<file path="config.mk">
export PLATFORM = sky130hd
export DESIGN_NAME = qte_isqrt
export DESIGN_NICKNAME = d
export VERILOG_FILES = /design/src/hdl/qte_pkg.sv /design/src/hdl/qte_isqrt.sv
export SDC_FILE = /design/constraint.sdc
export NUM_CORES = 2
export LEC_CHECK = 0
export ABC_AREA = 1
export BUFFER_PORTS_ARGS = -buffer_cell sky130_fd_sc_hd__clkbuf_2
export CORE_ASPECT_RATIO = 1.2
export CORE_MARGIN = 8
export CORE_UTILIZATION = 46
export DETAILED_ROUTE_END_ITERATION = 10
export PLACE_DENSITY = 0.59
export SYNTH_ARGS = -nofsm -noshare
export SYNTH_HDL_FRONTEND = slang
export SYNTH_SLANG_ARGS = --single-unit
</file>
<file path="constraint.sdc">
create_clock -name clk -period 4.65 [get_ports clk]
set_input_delay 0.93 -clock clk [delete_from_list [all_inputs] [get_ports clk]]
set_output_delay 0.93 -clock clk [all_outputs]
set_load 0.05 [all_outputs]
</file>
<file path="src/hdl/qte_pkg.sv">
// ----------------------------------------------------------------------------
// qte_pkg
// Shared widths, constants and the arctangent table for the quaternion to
// Euler angle pipeline.
// ----------------------------------------------------------------------------
package qte_pkg;

	localparam int QW     = 16;              // quaternion component width
	localparam int PW     = 2 * QW;          // product width
	localparam int OPW    = 34;              // atan2 operand width, Q.28
	localparam int SW     = 30;              // clamped pitch argument width
	localparam int RADW   = 57;              // radicand width, 2^56 fits
	localparam int ROOTW  = 29;              // square root width
	localparam int NQ     = ROOTW;           // square root stages
	localparam int CW     = 54;              // CORDIC datapath width
	localparam int ZW     = 28;              // Q.24 angle accumulator width
	localparam int NSTG   = 25;              // CORDIC iterations
	localparam int AW     = 16;              // output angle width
	localparam int PAW    = 15;              // pitch output width
	localparam int PRESHIFT = 16;            // CORDIC operand prescale

	// cordic latency: pre-rotation, iterations, rounding
	localparam int CLAT   = NSTG + 2;
	// full latency: products, sums, radicand, square root, cordic
	localparam int LAT    = 3 + NQ + CLAT;
	// extra delay on yaw and roll so they meet pitch
	localparam int YRD    = LAT - 2 - CLAT;

	localparam logic signed [OPW-1:0] ONE_Q28    = OPW'(64'sd268435456);
	localparam logic signed [ZW-1:0]  HALF_PI_Q24 = ZW'(64'sd26353589);
	localparam logic signed [AW-1:0]  YAW_LIM    = 16'sd25736;
	localparam logic signed [AW-1:0]  PITCH_LIM  = 16'sd12868;

	function automatic logic signed [ZW-1:0] atan_q24(input int idx);
		logic signed [ZW-1:0] v;
		case (idx)
			0:  v = ZW'(64'sd13176795);
			1:  v = ZW'(64'sd7778716);
			2:  v = ZW'(64'sd4110060);
			3:  v = ZW'(64'sd2086331);
			4:  v = ZW'(64'sd1047214);
			5:  v = ZW'(64'sd524117);
			6:  v = ZW'(64'sd262123);
			7:  v = ZW'(64'sd131069);
			default: v = (idx < NSTG) ? (ZW'(1) <<< (NSTG - 1 - idx)) : '0;
		endcase
		return v;
	endfunction

endpackage

</file>
<file path="src/hdl/qte_isqrt.sv">
// ----------------------------------------------------------------------------
// qte_isqrt
// Pipelined floor square root, one result bit per stage.
// ----------------------------------------------------------------------------
module qte_isqrt (
	input  logic                       clk,
	input  logic                       en,
	input  logic [qte_pkg::RADW-1:0]   rad,
	output logic [qte_pkg::ROOTW-1:0]  root
);
	import qte_pkg::*;

	localparam int RW = RADW + 1;

	logic [RADW-1:0] n_s [0:NQ-1];
	logic [RW-1:0]   r_s [0:NQ-1];

	for (genvar k = 0; k < NQ; k++) begin : g_stage
		logic [RADW-1:0] n_in;
		logic [RW-1:0]   r_in;
		logic [RW-1:0]   bitv;
		logic [RW-1:0]   sum;
		logic            take;

		if (k == 0) begin : g_first
			assign n_in = rad;
			assign r_in = '0;
		end else begin : g_next
			assign n_in = n_s[k-1];
			assign r_in = r_s[k-1];
		end

		assign bitv = RW'(1) << (RADW - 1 - 2 * k);
		assign sum  = r_in + bitv;
		assign take = {1'b0, n_in} >= sum;

		always_ff @(posedge clk) begin
			if (en) begin
				n_s[k] <= take ? (n_in - sum[RADW-1:0]) : n_in;
				r_s[k] <= take ? ((r_in >> 1) + bitv) : (r_in >> 1);
			end
		end
	end

	assign root = r_s[NQ-1][ROOTW-1:0];

endmodule

</file>
==> metrics.md <==
| Metric | Value |
|---|---|
| Largest net degree at the start of global routing | `~120` |
| Max cap viols | `0` |
| Post-synth net total | `14500` |
| Clk slew on worst S/H paths | `0.06 ns` |
| Most frequent CP cell | `nand2_1` |
| Synth Instances | `14000` |
| Status | `complete, no violations` |
| DRT Pass-1 Iters | `9` |
| Final setup vio count | `0` |
| CTS Buf Count | `215` |
| I/O pins | `88` |
| RD Place Congestion | `1.01` |
| Final setup skew | `0.123 ns` |
| Max incr delay on CP | `0.61 ns` |
| PD cells | `approximately 460 nW/um^2` |
| Syn_area_per_cell | `8.33 um^2` |
| DPL Wire Length | `308 mm` |
| CP arrival | `between 4 and 5 ns` |
| Fraction of layout instances using a drive strength above 1 | `4.52%` |
| Register-to-Register Path Depth | `9` |
| CP max stage cell | `nand3_2` |
| Count of cell types in the netlist | `52` |
| Layout Area Growth over Synthesis | `10.2%` |
| P_leak | `between 50 and 60 nW` |
| Seq cells post-synth | `2031` |
| Fin area | `129000 um^2` |
| Post-cts hold buffer count | `0` |
| Clock root buffer | `clkbuf_16` |
| DRC viols | `0` |
| Area post-placement | `122000 um^2` |
| Starting Density | `46.2%` |
| EDFF count, synth | `2031` |
| Primary FF master, synth | `edfxtp_1` |
| Initial DRC Count | `between 7000 and 8000` |
| Max FO, Critical Path | `30` |
| Core Rows | `a little over 200` |
| Die area | `between 200000 and 300000 um^2` |
| Setup_tns | `0 ns` |
| Unrepaired setup endpoints after global routing | `false` |
| Vias/cell | `5.15` |
| Synth warn | `0` |
| Max_slew headroom | `between 20% and 30%` |
| H-tree depth | `4` |
| Tcrit/Tclk final | `80.2%` |
| Worst R2R Start | `n_s[13][26]$_DFFE_PP_` |
| Seq/Total Area, Yosys | `52.2%` |
| Crit. End Element | `flop` |
| Via Count | `92000` |
| Hold Crit Class | `input pin to flop` |
| CTS resizes | `0` |
| Total Wirelength | `376 mm` |
| Max clock buf depth | `4` |
| Core box area | `~250000 um^2` |
| Initial antenna violation count | `5` |
| Crit path cell chain | `nor2_1, nand2_1, nor3b_1, nand3_1, nor2_1, nand2_1, nand3_2, nand2_1, nand2_1` |
| Wirelength per Cell | `21.0 um` |
| First-pass GRT wire length | `553 mm` |
| Slew @ Worst Pin | `between 1 and 1.5 ns` |
| I/O Buffers | `87` |
| Latest clock arrival within the worst-skew pair | `0.95 ns` |
| Hold path depth | `1` |
| Fmax | `0.268 GHz` |
| Post-detailed-route count of antenna-violating nets | `0` |
| Worst setup startpoint | `n_s[13][26]$_DFFE_PP_` |
| Crit start category | `flop` |
| Worst EP required | `5.34 ns` |
| Setup bufs post-CTS | `0` |
| Overall Global Routing Usage | `27.1%` |
| Die Y-Extent | `between 500 and 600 um` |
| HP Start | `rad[1]` |
| Peak supply drop | `0.437 mV` |
| Async S/R FF share, synth | `0%` |
| Congestion Overflow GR | `0` |
| TritonCTS clock tree | `yes` |
| Die W | `476 um` |
| Nets@finish | `14800` |
| Hold violation total from the final report | `0` |
| Max Slew Vio Count | `0` |
| Critical path type | `flop to flop` |
| Min cycle time layout | `3.73 ns` |
| Clock sinks | `2031` |
| Synth Cell Area | `117000 um^2` |
| Vias in the first global route | `about 90000` |
-- synth_stat cells (34+ instances only) --
master | count | area share [%]
a21oi_2 | 34 | 0.26
edfxtp_1 | 2031 | 52
xor2_1 | 206 | 1.5
nand2_1 | 4634 | 15
o21ai_0 | 299 | 1.3
nor3_1 | 147 | 0.63
nand4_1 | 301 | 1.6
xnor2_1 | 178 | 1.3
buf_2 | 57 | 0.24
nand3b_1 | 82 | 0.53
a21oi_1 | 487 | 2.1
ha_1 | 460 | 4.9
nand3_1 | 764 | 3.3
inv_1 | 2408 | 7.7
o21ai_1 | 54 | 0.23
nor4_1 | 100 | 0.54
nor2_1 | 1486 | 4.8
-- worst max-delay path, delay by kind of cell (launching register included) --
kind | cells | cell delay, ns
flops | 1 | 0.43
simple gates | 9 | 3.08
-- metal layers --
metal	track usage [%]	vias to the layer above	wire length (um)
li1	-	45900	-
met1	29.3	42700	137000
met2	50.5	2521	194000
met3	2.57	825	14900
met4	16.9	0	29300
met5	0	-	0
-- registers in the layout, summed over array words and instances (netlist names) --
register,flops
r_s,435
n_s,1596
-- final cells by class --
class                   instances  area, um^2
diodes                          3        7.51
clock buffers                 242        5480
clock inverters               146        1440
fillers                     24300      124000
inverters                    2420        9090
multi-input cells            9453       45900
flip-flops and latches       2031       61000
well taps                    3366        4210
repair buffers                199        1550
-- worst paths after layout --
| path | endpoint | slack [ns] |
|---|---|---|
| max | n_s[14][41]$_DFFE_PP_ | 0.92 |
| min | n_s[0][1]$_DFFE_PP_ | 0.15 |
| max reg2reg | n_s[14][41]$_DFFE_PP_ | 0.92 |
| min reg2reg | n_s[9][27]$_DFFE_PP_ | 0.41 |
-- cells by family (layout without fill, tap and decap cells) --
family,count (synthesis),count (layout),share of synthesized area [%]
AND/OR/NAND/NOR,7650,7650,27.1
flip-flops,2031,2031,52.2
buffers and inverters,2531,3007,8.44
other,1,4,0.00321
adder cells (fa/ha/maj),461,461,4.95
XOR/XNOR,384,384,2.88
AO/OA/AOI/OAI,957,957,4.40
-- cell usage in the layout, fill, tap and decap left out, types with 178 or more instances in the layout --
cell type	Yosys	final
ha_1	460	460
nand2_1	4634	4634
nor2_1	1486	1485
xor2_1	206	206
inv_1	2408	2407
xnor2_1	178	178
nand4_1	301	301
edfxtp_1	2031	2031
nand3_1	764	764
a21oi_1	487	487
clkbuf_16	0	215
o21ai_0	299	299
-- metrics by stage --
step	hold slack [ns]	instances	total power [W]	utilization [%]	setup WS (ns)
finish	0.154	17900	0.0595	51.0	0.920
detailed placement	0.427	17500	0.0426	48.2	0.931
CTS	0.0713	17900	0.0598	51.0	0.892
global placement	0.423	17500	0.0426	48.2	1.00
global route	0.0884	17900	0.0627	51.0	0.739
floorplan	0.417	14000	0.0360	-	2.46
-- power by group --
group / switching, W / internal (W)
Sequential: 0.00235 / 0.0233
Combinational: 0.0115 / 0.00520
Clock: 0.00735 / 0.00981
Total: 0.0212 / 0.0383
Note: power is estimated with default switching activity, not from simulation.
